==> src/rtl/mlr_pkg.sv <==
// types shared by the midpoint line rasterizer modules
// no dependencies
`default_nettype none

package mlr_pkg;

    typedef struct packed {
        logic y_negated;
        logic axes_swapped;
    } octant_t;

    typedef enum logic [1:0] {
        ST_IDLE = 2'b01,
        ST_RUN  = 2'b10
    } step_state_t;

endpackage

`default_nettype wire

==> src/rtl/midpoint_line_rasterizer_top.sv <==
// Midpoint line rasterizer. Each input transaction is a line command with two
// signed endpoints; the block returns the line's pixels from one endpoint to
// the other, one output transaction per pixel, with tlast on the final pixel.
// A command whose endpoints coincide yields no pixels. The front end folds a
// command into one octant in the cycle it is accepted and parks it in a
// QUEUE_DEPTH-deep command queue, so new commands are taken while the stepper
// is busy until the queue fills. The stepper loads a command from the queue
// and steps it pixel by pixel, taking the next command only after the last
// pixel; a command yields max(|dx|, |dy|) + 1 pixels, up to 2**COORD_BITS.
// Output backpressure stalls the stepping. Depends on mlr_pkg.
`default_nettype none

module midpoint_line_rasterizer_top
    import mlr_pkg::*;
#(
    parameter int COORD_BITS  = 6,
    parameter int QUEUE_DEPTH = 2
)
(
    input  logic                                   clk,
    input  logic                                   rst_n,
    input  logic                                   s_tvalid,
    output logic                                   s_tready,
    input  logic [((4*COORD_BITS+7)/8)*8-1:0]      s_tdata,   // start_x, start_y, end_x, end_y
    output logic                                   m_tvalid,
    input  logic                                   m_tready,
    output logic [((2*COORD_BITS+7)/8)*8-1:0]      m_tdata,   // pixel_x, pixel_y
    output logic                                   m_tlast    // last_pixel
);

    localparam int IN_W  = ((4*COORD_BITS+7)/8)*8;
    localparam int OUT_W = ((2*COORD_BITS+7)/8)*8;
    localparam int CMD_W = 6*(COORD_BITS+1) + 8;

    logic             q_push, q_pop, q_full, q_empty;
    logic [CMD_W-1:0] q_push_data, q_pop_data;

    mlr_front #(
        .COORD_BITS (COORD_BITS),
        .IN_W       (IN_W),
        .CMD_W      (CMD_W)
    ) u_front (
        .s_tvalid (s_tvalid),
        .s_tready (s_tready),
        .s_tdata  (s_tdata),
        .q_full   (q_full),
        .q_push   (q_push),
        .q_data   (q_push_data)
    );

    mlr_cmd_queue #(
        .WIDTH (CMD_W),
        .DEPTH (QUEUE_DEPTH)
    ) u_queue (
        .clk       (clk),
        .rst_n     (rst_n),
        .push      (q_push),
        .push_data (q_push_data),
        .full      (q_full),
        .pop       (q_pop),
        .pop_data  (q_pop_data),
        .empty     (q_empty)
    );

    mlr_stepper #(
        .COORD_BITS (COORD_BITS),
        .OUT_W      (OUT_W),
        .CMD_W      (CMD_W)
    ) u_stepper (
        .clk      (clk),
        .rst_n    (rst_n),
        .q_empty  (q_empty),
        .q_data   (q_pop_data),
        .q_pop    (q_pop),
        .m_tvalid (m_tvalid),
        .m_tready (m_tready),
        .m_tdata  (m_tdata),
        .m_tlast  (m_tlast)
    );

endmodule

`default_nettype wire

==> src/rtl/mlr_front.sv <==
// front end: accepts line commands, orders endpoints, folds the octant
// and builds the stepper command; depends on mlr_pkg
`default_nettype none

module mlr_front
    import mlr_pkg::*;
#(
    parameter int COORD_BITS = 6,
    parameter int IN_W       = 24,
    parameter int CMD_W      = 50
)
(
    input  logic             s_tvalid,
    output logic             s_tready,
    input  logic [IN_W-1:0]  s_tdata,   // start_x, start_y, end_x, end_y
    input  logic             q_full,
    output logic             q_push,
    output logic [CMD_W-1:0] q_data
);

    localparam int CW = COORD_BITS + 1;
    localparam int DW = CW + 3;

    typedef struct packed {
        octant_t               oct;
        logic signed [CW-1:0]  major_start;
        logic signed [CW-1:0]  major_end;
        logic signed [CW-1:0]  minor_start;
        logic signed [DW-1:0]  decision;
        logic [CW:0]           east_step;
        logic signed [CW+1:0]  diag_step;
    } cmd_t;

    logic signed [COORD_BITS-1:0] ax_raw, ay_raw, bx_raw, by_raw;
    logic signed [CW-1:0] ax, ay, bx, by;
    logic signed [CW-1:0] x0, y0, x1, y1;
    logic signed [CW-1:0] dx, dy, ddx, ddy;
    logic                 y_neg, steep;
    cmd_t                 cmd;

    assign ax_raw = s_tdata[COORD_BITS-1:0];
    assign ay_raw = s_tdata[2*COORD_BITS-1:COORD_BITS];
    assign bx_raw = s_tdata[3*COORD_BITS-1:2*COORD_BITS];
    assign by_raw = s_tdata[4*COORD_BITS-1:3*COORD_BITS];

    assign ax = CW'(ax_raw);
    assign ay = CW'(ay_raw);
    assign bx = CW'(bx_raw);
    assign by = CW'(by_raw);

    always_comb
    begin
        if (ax > bx)
        begin
            x0 = bx;
            y0 = by;
            x1 = ax;
            y1 = ay;
        end
        else
        begin
            x0 = ax;
            y0 = ay;
            x1 = bx;
            y1 = by;
        end
        y_neg = y1 < y0;
        if (y_neg)
        begin
            y0 = -y0;
            y1 = -y1;
        end
        dx    = x1 - x0;
        dy    = y1 - y0;
        steep = dy > dx;

        cmd.oct.y_negated    = y_neg;
        cmd.oct.axes_swapped = steep;
        if (steep)
        begin
            cmd.major_start = y0;
            cmd.major_end   = y1;
            cmd.minor_start = x0;
            ddx             = dy;
            ddy             = dx;
        end
        else
        begin
            cmd.major_start = x0;
            cmd.major_end   = x1;
            cmd.minor_start = y0;
            ddx             = dx;
            ddy             = dy;
        end
        cmd.decision  = (DW'(ddy) <<< 1) - DW'(ddx);
        cmd.east_step = {ddy, 1'b0};
        cmd.diag_step = ((CW+2)'(ddy) - (CW+2)'(ddx)) <<< 1;
    end

    assign s_tready = !q_full;
    assign q_push   = s_tvalid && !q_full && (ddx != '0);
    assign q_data   = CMD_W'(cmd);

endmodule

`default_nettype wire

==> src/rtl/mlr_cmd_queue.sv <==
// small command queue between the front end and the stepper
// no dependencies
`default_nettype none

module mlr_cmd_queue #(
    parameter int WIDTH = 50,
    parameter int DEPTH = 2
)
(
    input  logic             clk,
    input  logic             rst_n,
    input  logic             push,
    input  logic [WIDTH-1:0] push_data,
    output logic             full,
    input  logic             pop,
    output logic [WIDTH-1:0] pop_data,
    output logic             empty
);

    localparam int PTR_W = (DEPTH > 1) ? $clog2(DEPTH) : 1;
    localparam int CNT_W = $clog2(DEPTH + 1);

    logic [WIDTH-1:0] mem_reg [DEPTH];
    logic [WIDTH-1:0] pop_data_reg;
    logic [PTR_W-1:0] wr_ptr_reg, wr_ptr_next;
    logic [PTR_W-1:0] rd_ptr_reg, rd_ptr_next;
    logic [CNT_W-1:0] count_reg, count_next;
    logic             do_push, do_pop;

    assign full     = count_reg == CNT_W'(DEPTH);
    assign empty    = count_reg == '0;
    assign do_push  = push && !full;
    assign do_pop   = pop && !empty;
    assign pop_data = pop_data_reg;

    always_comb
    begin
        wr_ptr_next = wr_ptr_reg;
        rd_ptr_next = rd_ptr_reg;
        count_next  = count_reg;
        if (do_push)
        begin
            wr_ptr_next = (wr_ptr_reg == PTR_W'(DEPTH - 1)) ? '0 : wr_ptr_reg + 1'b1;
        end
        if (do_pop)
        begin
            rd_ptr_next = (rd_ptr_reg == PTR_W'(DEPTH - 1)) ? '0 : rd_ptr_reg + 1'b1;
        end
        if (do_push && !do_pop)
        begin
            count_next = count_reg + 1'b1;
        end
        else if (do_pop && !do_push)
        begin
            count_next = count_reg - 1'b1;
        end
    end

    always_ff @(posedge clk or negedge rst_n)
    begin
        if (!rst_n)
        begin
            wr_ptr_reg <= '0;
            rd_ptr_reg <= '0;
            count_reg  <= '0;
        end
        else
        begin
            wr_ptr_reg <= wr_ptr_next;
            rd_ptr_reg <= rd_ptr_next;
            count_reg  <= count_next;
        end
    end

    // head entry is registered; a push into the head slot is forwarded
    always_ff @(posedge clk)
    begin
        if (do_push)
        begin
            mem_reg[wr_ptr_reg] <= push_data;
        end
        if (do_push && (wr_ptr_reg == rd_ptr_next))
        begin
            pop_data_reg <= push_data;
        end
        else
        begin
            pop_data_reg <= mem_reg[rd_ptr_next];
        end
    end

endmodule

`default_nettype wire

==> src/rtl/mlr_stepper.sv <==
// back end: midpoint stepper that walks one command pixel by pixel and
// unfolds each pixel into the output register; depends on mlr_pkg
`default_nettype none

module mlr_stepper
    import mlr_pkg::*;
#(
    parameter int COORD_BITS = 6,
    parameter int OUT_W      = 16,
    parameter int CMD_W      = 50
)
(
    input  logic             clk,
    input  logic             rst_n,
    input  logic             q_empty,
    input  logic [CMD_W-1:0] q_data,
    output logic             q_pop,
    output logic             m_tvalid,
    input  logic             m_tready,
    output logic [OUT_W-1:0] m_tdata,   // pixel_x, pixel_y
    output logic             m_tlast    // last_pixel
);

    localparam int CW = COORD_BITS + 1;
    localparam int DW = CW + 3;

    typedef struct packed {
        octant_t               oct;
        logic signed [CW-1:0]  major_start;
        logic signed [CW-1:0]  major_end;
        logic signed [CW-1:0]  minor_start;
        logic signed [DW-1:0]  decision;
        logic [CW:0]           east_step;
        logic signed [CW+1:0]  diag_step;
    } cmd_t;

    cmd_t                 cmd;
    step_state_t          state_reg, state_next;
    logic signed [DW-1:0] decision_reg, decision_next;
    logic signed [CW-1:0] major_pos_reg, major_pos_next;
    logic signed [CW-1:0] major_end_reg, major_end_next;
    logic signed [CW-1:0] minor_pos_reg, minor_pos_next;
    logic [CW:0]          east_step_reg, east_step_next;
    logic signed [CW+1:0] diag_step_reg, diag_step_next;
    octant_t              oct_reg, oct_next;
    logic                 m_tvalid_reg, m_tvalid_next;
    logic [OUT_W-1:0]     m_tdata_reg, m_tdata_next;
    logic                 m_tlast_reg, m_tlast_next;
    logic                 out_free, at_end;
    logic signed [CW-1:0] px, py;

    assign cmd      = cmd_t'(q_data);
    assign out_free = !m_tvalid_reg || m_tready;
    assign at_end   = major_pos_reg >= major_end_reg;

    always_comb
    begin
        if (oct_reg.axes_swapped)
        begin
            px = minor_pos_reg;
            py = major_pos_reg;
        end
        else
        begin
            px = major_pos_reg;
            py = minor_pos_reg;
        end
        if (oct_reg.y_negated)
        begin
            py = -py;
        end
    end

    always_comb
    begin
        state_next     = state_reg;
        decision_next  = decision_reg;
        major_pos_next = major_pos_reg;
        major_end_next = major_end_reg;
        minor_pos_next = minor_pos_reg;
        east_step_next = east_step_reg;
        diag_step_next = diag_step_reg;
        oct_next       = oct_reg;
        m_tvalid_next  = m_tvalid_reg && !m_tready;
        m_tdata_next   = m_tdata_reg;
        m_tlast_next   = m_tlast_reg;
        q_pop          = 1'b0;
        unique case (state_reg)
            ST_IDLE:
            begin
                if (!q_empty)
                begin
                    q_pop          = 1'b1;
                    decision_next  = cmd.decision;
                    major_pos_next = cmd.major_start;
                    major_end_next = cmd.major_end;
                    minor_pos_next = cmd.minor_start;
                    east_step_next = cmd.east_step;
                    diag_step_next = cmd.diag_step;
                    oct_next       = cmd.oct;
                    state_next     = ST_RUN;
                end
            end
            ST_RUN:
            begin
                if (out_free)
                begin
                    m_tvalid_next = 1'b1;
                    m_tdata_next  = '0;
                    m_tdata_next[2*COORD_BITS-1:0] = {py[COORD_BITS-1:0], px[COORD_BITS-1:0]};
                    m_tlast_next  = at_end;
                    if (at_end)
                    begin
                        state_next = ST_IDLE;
                    end
                    else
                    begin
                        if (decision_reg <= 0)
                        begin
                            decision_next = decision_reg + DW'(signed'({1'b0, east_step_reg}));
                        end
                        else
                        begin
                            decision_next  = decision_reg + DW'(diag_step_reg);
                            minor_pos_next = minor_pos_reg + 1'b1;
                        end
                        major_pos_next = major_pos_reg + 1'b1;
                    end
                end
            end
            default:
            begin
                state_next = ST_IDLE;
            end
        endcase
    end

    always_ff @(posedge clk or negedge rst_n)
    begin
        if (!rst_n)
        begin
            state_reg     <= ST_IDLE;
            decision_reg  <= '0;
            major_pos_reg <= '0;
            major_end_reg <= '0;
            minor_pos_reg <= '0;
            east_step_reg <= '0;
            diag_step_reg <= '0;
            oct_reg       <= '0;
            m_tvalid_reg  <= 1'b0;
            m_tdata_reg   <= '0;
            m_tlast_reg   <= 1'b0;
        end
        else
        begin
            state_reg     <= state_next;
            decision_reg  <= decision_next;
            major_pos_reg <= major_pos_next;
            major_end_reg <= major_end_next;
            minor_pos_reg <= minor_pos_next;
            east_step_reg <= east_step_next;
            diag_step_reg <= diag_step_next;
            oct_reg       <= oct_next;
            m_tvalid_reg  <= m_tvalid_next;
            m_tdata_reg   <= m_tdata_next;
            m_tlast_reg   <= m_tlast_next;
        end
    end

    assign m_tvalid = m_tvalid_reg;
    assign m_tdata  = m_tdata_reg;
    assign m_tlast  = m_tlast_reg;

endmodule

`default_nettype wire

==> config.mk <==
export PLATFORM = sky130hd
export DESIGN_NAME = midpoint_line_rasterizer_top
export DESIGN_NICKNAME = d
export VERILOG_FILES = /design/src/rtl/mlr_pkg.sv /design/src/rtl/midpoint_line_rasterizer_top.sv /design/src/rtl/mlr_front.sv /design/src/rtl/mlr_cmd_queue.sv /design/src/rtl/mlr_stepper.sv
export SDC_FILE = /design/constraint.sdc
export NUM_CORES = 1
export LEC_CHECK = 0
export ABC_CLOCK_PERIOD_IN_PS = 3200
export BUFFER_PORTS_ARGS = -buffer_cell sky130_fd_sc_hd__buf_2
export CORE_ASPECT_RATIO = 1.75
export CORE_UTILIZATION = 46
export CTS_BUF_LIST = sky130_fd_sc_hd__clkbuf_4
export DETAILED_ROUTE_END_ITERATION = 8
export SLEW_MARGIN = 20
export SYNTH_ARGS = -nofsm -noshare
export SYNTH_HDL_FRONTEND = slang
export SYNTH_SLANG_ARGS = --single-unit
==> constraint.sdc <==
create_clock -name clk -period 3.2 [get_ports clk]
set_input_delay 0.32 -clock clk [delete_from_list [all_inputs] [get_ports clk]]
set_output_delay 0.32 -clock clk [all_outputs]
set_load 0.01 [all_outputs]
Yosys cells after proc, flatten, opt, wreduce, memory -nomap -nowiden
Memory sizes are Yosys's and may differ from the RTL's. A register that Yosys moved wholly into a read port is not among the register bits.
Index checks and enable logic that the tools add are counted.
{"block": "word_totals", "regBits": 72, "in_bits": 28, "ramBits": 96, "out_inout_bits": 19, "mem_count": 1}
{"name": "u_queue.mem_reg", "words": 2, "word_bits": 48, "read_ports": 1, "rd_ports_with_merged_regs": 1, "wr": 1, "line_no": "mlr_cmd_queue.sv:23", "rtl": "logic [WIDTH-1:0] mem_reg [DEPTH];"}
{"block": "op_classes", "n_addsub": 15, "mux": 41, "bitwise_logic": 1, "reduce_logical": 24, "n_eq_ne": 9, "n_lt_le_gt_ge": 5}
{"op": "$mux W7", "count": 15}
{"op": "$mux W10", "count": 4}
{"op": "$pmux W7 S2", "count": 2}
{"op": "$mux W21", "count": 1}
{"op": "$add A10 B9 Y10", "count": 2}
{"op": "$pmux W10 S2", "count": 1}
{"op": "$mux W6", "count": 3}
{"op": "$add A7 B1 Y7 const B", "count": 2}
{"op": "$neg A7 Y7", "count": 2}
{"op": "$sub A7 B7 Y7", "count": 2}
{"op": "$le A10 B1 Y1 const B", "count": 1}
{"op": "$mux W2", "count": 5}
{"op": "$mux W1", "count": 9}
{"op": "$sub A8 B7 Y9", "count": 1}
{"op": "$logic_and A1 B1 Y1", "count": 8}
{"op": "$sub A7 B7 Y8", "count": 1}
{"op": "$ge A7 B7 Y1", "count": 1}
{"op": "$gt A7 B7 Y1", "count": 1}
{"op": "$lt A7 B7 Y1", "count": 1}
{"op": "$reduce_bool A7 Y1", "count": 1}
{"op": "$gt A6 B6 Y1", "count": 1}
{"op": "$logic_not A1 Y1", "count": 6}
{"op": "$ne A2 B2 Y1 const B", "count": 3}
{"op": "$neg A6 Y6", "count": 1}
{"op": "other kinds (16)", "count": 21}

Depth between registers and ports, before layout
Gate-level depths: netlist of run 1.
{"block": "logic_depth", "word_depth": 14, "ltp_mapped": 38}

Modules after synthesis
Synthesis of run 1 repeated with hierarchy kept, for this count alone.
{"block": "hier_totals", "hier_cells": 1062, "hier_area_um2": 11240.8}
{"mod": "mlr_cmd_queue", "seq_area_each_um2": 3123.0, "n_inst": 1, "area_each_um2": 4081.4, "cells_per_inst": 176}
{"mod": "mlr_stepper", "seq_area_each_um2": 1627.8, "n_inst": 1, "area_each_um2": 3744.8, "cells_per_inst": 381}
{"mod": "mlr_front", "seq_area_each_um2": 0.0, "n_inst": 1, "area_each_um2": 3414.5, "cells_per_inst": 505}

Worst setup path after synthesis of run 1
OpenSTA, ideal clock, no wires.
{"block": "synth_path", "path_type": "input to register", "from": "input s_tdata[15]", "to": "memory u_queue.mem_reg[0][0] (netlist name) (enable)", "t_arrival_ns": 8.664, "setup_slack_ns": -5.920, "setup_ns": 0.455, "n_path_buf": 4, "stages": 30, "path_cell_list": "inv_1 > ha_1 > a21o_1 > a2111oi_4 > a21o_4 > buf_4 > buf_2 > buf_1 > mux2i_1 > ha_1 > a21oi_1 > ha_1 > o211ai_1 > a211o_1 > a22oi_1 > a311oi_1 > or3_4 > a31oi_4 > xor2_4 > ha_1 > o21a_1 > o32ai_1 > a21oi_1 > a21oi_1 > buf_1 > mux2i_1 > nand3_1 > nor4b_4 > a31oi_4 > nor2b_1"}
{"block": "synth_via", "elab_chain_len": 12}
{"item": "start: declaration", "line_no": "midpoint_line_rasterizer_top.sv:24", "rtl": "input logic [((4*COORD_BITS+7)/8)*8-1:0] s_tdata,"}
{"item": "$gt A6 B6 Y1", "line_no": "mlr_front.sv:53", "rtl": "if (ax > bx)"}
{"item": "$mux W7", "line_no": "mlr_front.sv:53"}
{"item": "$neg A7 Y7, or another cell as far along", "line_no": "mlr_front.sv:71", "rtl": "y1 = -y1;"}
{"item": "$mux W7", "line_no": "mlr_front.sv:68", "rtl": "if (y_neg)"}
{"item": "$sub A7 B7 Y7", "line_no": "mlr_front.sv:74", "rtl": "dy = y1 - y0;"}
{"item": "$gt A7 B7 Y1", "line_no": "mlr_front.sv:75", "rtl": "steep = dy > dx;"}
{"item": "$mux W7 *", "line_no": "mlr_front.sv:79", "rtl": "if (steep)"}
{"item": "$reduce_bool A7 Y1 *", "line_no": "mlr_front.sv:101", "rtl": "assign q_push = s_tvalid && !q_full && (ddx != '0);"}
{"item": "$logic_and A1 B1 Y1 *", "line_no": "mlr_front.sv:101"}
{"item": "$logic_and A1 B1 Y1 *", "line_no": "mlr_cmd_queue.sv:32", "rtl": "assign do_push = push && !full;"}
{"item": "net u_queue.do_push", "line_no": "mlr_cmd_queue.sv:28", "rtl": "logic do_push, do_pop;"}
{"item": "$mux W1 *", "line_no": "mlr_cmd_queue.sv:78", "rtl": "if (do_push)"}
{"item": "$mux W1 (implied by the code) *", "line_no": "mlr_cmd_queue.sv:80", "rtl": "mem_reg[wr_ptr_reg] <= push_data;"}
{"item": "end: declaration", "line_no": "mlr_cmd_queue.sv:23"}
The timed path passes the listed nets; every way through them passes the cells marked *.

Worst setup path in the final report of run 1
{"block": "layout_path", "from": "input s_tdata[3]", "to": "memory u_queue.mem_reg[0][21] (netlist name), data pin"}
{"block": "layout_via", "elab_chain_len": 8}
{"item": "$gt A6 B6 Y1", "line_no": "mlr_front.sv:53"}
{"item": "$mux W7", "line_no": "mlr_front.sv:53"}
{"item": "$neg A7 Y7, or another cell as far along", "line_no": "mlr_front.sv:71"}
{"item": "$mux W7", "line_no": "mlr_front.sv:68"}
{"item": "$sub A7 B7 Y7", "line_no": "mlr_front.sv:74"}
{"item": "$gt A7 B7 Y1", "line_no": "mlr_front.sv:75"}
{"item": "$mux W7", "line_no": "mlr_front.sv:79"}
{"item": "$sub A8 B7 Y9 *", "line_no": "mlr_front.sv:95", "rtl": "cmd.decision = (DW'(ddy) <<< 1) - DW'(ddx);"}
{"item": "net q_push_data[23]", "line_no": "midpoint_line_rasterizer_top.sv:36", "rtl": "logic [CMD_W-1:0] q_push_data, q_pop_data;"}
Marks and branches as above.

==> results of run 1 <==
-- worst min-delay path, cell delays in order --
cell	delay [ns]
buf_2	0.07
nand2b_1	0.15
nand2_1	0.07
-- cell type report --
| type | count | area, um2 | area share, % |
|---|---|---|---|
| Multi-Input combinational cell | 761 | 5972 | 43.10 |
| Sequential cell | 160 | 4462 | 32.20 |
| Tap cell | 292 | 365.4 | 2.637 |
| Inverter | 43 | 171.4 | 1.237 |
| Timing Repair Buffer | 321 | 2582 | 18.64 |
| Clock buffer | 21 | 157.7 | 1.138 |
| Clock inverter | 11 | 143.9 | 1.038 |
| Antenna cell | 1 | 2.502 | 0.01806 |
-- worst paths after layout --
check                                     startpoint                   endpoint  slack (ns)  cells past startpoint
max                                       s_tdata[3]     u_queue.mem_reg[0][21]       -3.25                     33
min                                         m_tready         u_stepper.m_tvalid        0.09                      3
max reg2reg                u_stepper.decision_reg[8]  u_stepper.decision_reg[9]       -0.13                     16
min reg2reg                       u_queue.rd_ptr_reg                   register        0.46                      1
max in group asynchronous                      rst_n         u_queue.rd_ptr_reg        2.05                      3
min in group asynchronous                      rst_n       u_stepper.m_tdata[5]        0.37                      2
-- placed cells by master (no fill, tap or decap), types with 5 or more instances in the layout --
master    Yosys  final
a21o_1       11     11
a21oi_1      62     47
a21oi_2       2     11
a21oi_4       0      6
a31oi_1      11      9
and2_1        6      5
and2_4        1      9
and3_1        6      6
buf_12        0      7
buf_2         2     40
buf_4         5    242
buf_6         4     24
clkbuf_4      0     21
dfrtp_1      66     66
edfxtp_1     92     92
ha_1         43     31
ha_4          0     11
inv_1        42     37
inv_2         1      5
mux2_2       13     12
mux2i_1      86     73
mux2i_2       2     12
nand2_1     124    118
nand2b_1     16     15
nand3_1      17     16
nor2_1       61     53
nor2b_1      16     13
nor3_1       15     14
o211ai_1      6      6
o21ai_0      87     75
o21ai_1       6     11
o21ai_2       3      7
o22ai_1       6      6
or3_1         9      9
xnor2_1      27     23
xor2_1       17     15
-- through the flow --
| step | setup slack (ns) | utilization, % | setup TNS, ns | instance area (um2) | std cells |
|---|---|---|---|---|---|
| global route | -3.509 | 64.46 | -519.53 | 13860 | 1610 |
| global placement | -3.781 | 57.86 | -564.37 | 12440 | 1523 |
| CTS | -3.170 | 61.69 | -464.93 | 13260 | 1585 |
| floorplan | -3.888 | - | -589.02 | 10360 | 1012 |
| detailed placement | -3.974 | 57.86 | -587.92 | 12440 | 1523 |
| finish | -3.248 | 64.46 | -480.05 | 13860 | 1610 |
-- routing by layer --
metal  GRT usage, %  wire (um)  up-vias
met4          14.00       1681        0
met5              0          0        -
li1               -          -     4245
met3          2.632        613       87
met2          49.50      16250      196
met1          24.61       9945     4142
-- timing repair --
item / in CTS / in global routing
buffers inserted: 23 / 24
endpoints found under the hold margin: 31 / 0
endpoints found under the setup margin: 184 / 185
pin swaps: 28 / 69
gates resized for setup: 67 / 74
cloned: 6 / 8
hold buffers: 1 / 0
-- cells by family (layout without fill, tap and decap cells) --
kind of cell / Yosys count / in the layout / share of synthesized area [%]
other: 1 / 5 / 0.03724
AND/OR/NAND/NOR: 293 / 301 / 13.89
adder cells (fa/ha/maj): 49 / 49 / 6.249
buffers and inverters: 99 / 396 / 4.199
AO/OA/AOI/OAI: 260 / 260 / 16.81
flip-flops: 160 / 160 / 44.29
XOR/XNOR: 45 / 45 / 4.100
multiplexers: 102 / 102 / 10.42
==> reports/metrics.yaml, run 1 <==
outcome: "finished, violations left"
violations: "negative setup slack"
viasPerCell: 5.385
clkTransAtPathRegs_ns: 0.14
cpPeakStageDelay_ns: 0.43
crit_type: "in -> reg"
first_global_vias: 8515
ys_top_cells_by_area: "edfxtp_1, dfrtp_1, mux2i_1, ha_1, nand2_1"
overflow: 0
drtAntennaViolNets: 0
drive_gt1_share_pct: 38.19
finalWorstSetupSlack_ns: -3.248
setup_violations: 184
tightest_slew_ns: 0.7639
yosysSeqAreaShare_pct: 44.29
max_slew_margin_pct: 49.08
ys_ff_latch: 160
path_max_fanout: 5
min_path_type: "in -> reg"
finalCriticalPeriod_ns: 6.448
synthCells: 1009
syn_avg_cell_area_um2: 9.981
vias: 8670
clock-root-buffer: "clkbuf_4"
gp_congestion: 0.9078
grt_usage_pct: 24.98
numCtsBuffers: 17
drc: 0
rows: 71
largest_reg_flops: 92
crit_family: "compound AO/OA/AOI/OAI gates"
synth-edff-count: 92
grt_max_degree: 47
drv_cap: 0
synthDominantAreaCellType: "edfxtp_1"
min_period_over_period_pct: 201.5
fill_cells: 1792
worst_setup_path_end_kind: "register"
finalWirelength_mm: 28.49
ys.flop_type: "edfxtp_1"
start_util_pct: 46.85
clk_path_buf_depth: 2
post_drt_wl_per_cell_um: 17.70
coreArea_um2: 21500
initialDrtViolationCount: 375
boundaryPins: 47
grt_pass1_wl_mm: 42.89
cp_data_required_time_ns: 3.51
htree_levels: 4
ys_warn_count: 0
fin_skew_ns: 0.02312
area_delta_synth_final_pct: 37.59
port_buffers: 42
crit_buf_inv: 4
clock_latency_ns: 0.55
ys_types: 91
netlist_area_um2: 10070
rsz0062_at_grt: "true"
yosysMostFrequentCell: "nand2_1"
fmax_mhz: 155.1
hold_violations: 0
cp_common_cell: "ha_4"
antenna_found_initial: 1
clock-sinks: 160
cts_tree: "yes"
die_w_um: 113.9
synthArstFlopShare_pct: 41.88
place_hpwl_mm: 20.54
fp.dieArea_um2: 22510
cp-start-kind: "primary input"
fp.dieH_um: 197.7
slew_viol_final: 0
first_pass_iters: 4
fin_nets: 1378
hold_slack_ns: 0.09272
synth_common_cells: "nand2_1, edfxtp_1, o21ai_0"
cpMaxStageDelayCell: "a2111oi_4"
yosysTopAreaCellShare_pct: 27.43
cp_data_arrival_time_ns: 6.76
Power of run 1 is not shown: default switching activity piles up to over one toggle a cycle in this logic, so the estimate is an artifact.
==> run 2, diff against run 1 <==
==> constraint.sdc (replaced) <==
create_clock -name clk -period 3.2 [get_ports clk]
set_input_delay 0.64 -clock clk [delete_from_list [all_inputs] [get_ports clk]]
set_output_delay 0.64 -clock clk [all_outputs]
set_load 0.01 [all_outputs]
==> run 2 against run 1 <==
Register-to-register slack is essentially flat. Sequential share of layout area rose by 1.1 points. The flow still finishes with violations (negative setup slack). Setup slack worse by 0.24 ns. Clock-buffer cell count down 3. Global-route usage shrank 0.53 points. Clock skew decreased by 0.0051 ns. Non-clock buffer count fell by 25. Cell area is 3.4% lower. Sequential cell count stayed put. Maximum frequency down 3.6%. Highest routed layer unchanged.
==> reports/metrics.yaml, run 2 (synthesis results as in run 1) <==
overflow: 0
layout_commonest_cell: "buf_4"
cp_data_required_time_ns: 3.50
mostFrequentLayoutCells: "buf_4, nand2_1, edfxtp_1"
tightest_slew_ns: 0.8826
crit_buf_inv: 8
crit_family: "compound AO/OA/AOI/OAI gates"
max_slew_margin_pct: 41.16
drv_cap: 0
fill_cells: 1851
fmax_mhz: 149.6
place_hpwl_mm: 20.19
cpMaxStageDelayCell: "a2111oi_4"
htree_levels: 4
cp_data_arrival_time_ns: 6.99
rows: 71
coreArea_um2: 21500
cpPeakStageDelay_ns: 0.43
viasPerCell: 5.309
die_w_um: 113.9
clkTransAtPathRegs_ns: 0.13
grt_max_degree: 68
worst_setup_path_end_kind: "register"
use_met1_pct: 24.57
vias: 8389
area_delta_synth_final_pct: 32.87
rsz0062_at_grt: "true"
fp.dieArea_um2: 22510
initialDrtViolationCount: 373
boundaryPins: 47
port_buffers: 42
cts_hold_buf: 0
grt_use_met3_pct: 2.510
clock-root-buffer: "clkbuf_4"
path_max_fanout: 5
cp-start-kind: "primary input"
post_drt_wl_per_cell_um: 16.82
slew_viol_final: 0
busiest_layer: "met2"
gp_congestion: 0.8930
finalCriticalPeriod_ns: 6.685
fin_skew_ns: 0.01800
clock_latency_ns: 0.55
fin_nets: 1348
crit_type: "in -> reg"
post-route-util_pct: 62.25
grt_pass1_wl_mm: 42.05
largest_reg_flops: 92
drc: 0
outcome: "finished, violations left"
first_global_vias: 8428
start_util_pct: 46.85
cts_tree: "yes"
min_period_over_period_pct: 208.9
finalWirelength_mm: 26.58
clk_path_buf_depth: 2
drtAntennaViolNets: 0
min_path_type: "in -> async"
antenna_found_initial: 1
numCtsBuffers: 17
fp.dieH_um: 197.7
drive_gt1_share_pct: 35.43
clock-sinks: 160
hold_violations: 0
finalWorstSetupSlack_ns: -3.485
violations: "negative setup slack"
use_met2_pct: 48.22
grt_usage_pct: 24.45
first_pass_iters: 6
setup_violations: 184
-- run 2: path summary, 6_finish.rpt --
| check | from | slack [ns] | endpoint | cells after the start |
|---|---|---|---|---|
| min reg2reg | u_queue.rd_ptr_reg | 0.48 | u_queue.rd_ptr_reg | 1 |
| min in group clk | m_tready | 0.42 | u_stepper.m_tvalid | 3 |
| max | s_tdata[15] | -3.49 | u_queue.mem_reg[1][21] | 35 |
| min | rst_n | 0.26 | u_stepper.m_tdata[7] | 2 |
| max in group asynchronous | rst_n | 2.34 | u_queue.wr_ptr_reg | 2 |
| max reg2reg | u_stepper.decision_reg[5] | -0.13 | u_stepper.decision_reg[9] | 16 |
-- run 2: final cells by class --
cell class	count	area (um2)	area share (%)
multi-input combinational	756	5797	43.32
sequential	160	4462	33.34
timing repair buffer	296	2265	16.92
tap	292	365.4	2.730
clock inverter	14	186.4	1.393
inverter	43	168.9	1.262
clock buffer	18	135.1	1.010
antenna	1	2.502	0.01870
-- run 2: per-stage QoR --
step | worst slack (ns) | area, um2 | hold slack, ns | setup TNS (ns) | cells
after floorplan | -4.208 | 10360 | 0.3444 | -647.58 | 1012
after global placement | -4.065 | 12440 | 0.4535 | -613.29 | 1523
after detailed placement | -4.211 | 12440 | 0.4647 | -631.79 | 1523
after CTS | -3.438 | 13040 | 0.2634 | -495.90 | 1569
after global routing | -3.651 | 13380 | 0.3064 | -520.34 | 1580
final | -3.485 | 13380 | 0.2569 | -497.93 | 1580
-- run 2: metal layers --
metal  routed length [um]  vias to the layer above
met5                    0                        -
met4                 1326                        0
met3                  472                       65
met2                14960                      159
met1                 9823                     3965
li1                     -                     4200
-- run 2: what timing repair did --
item / CTS / global route
gates cloned: 3 / 0
setup endpoints to repair: 185 / 185
endpoints found under the hold margin: 0 / 0
resized for setup: 37 / 50
setup buffers: 11 / 10
pin swaps: 24 / 24
Power of run 2 is left out for the same reason.
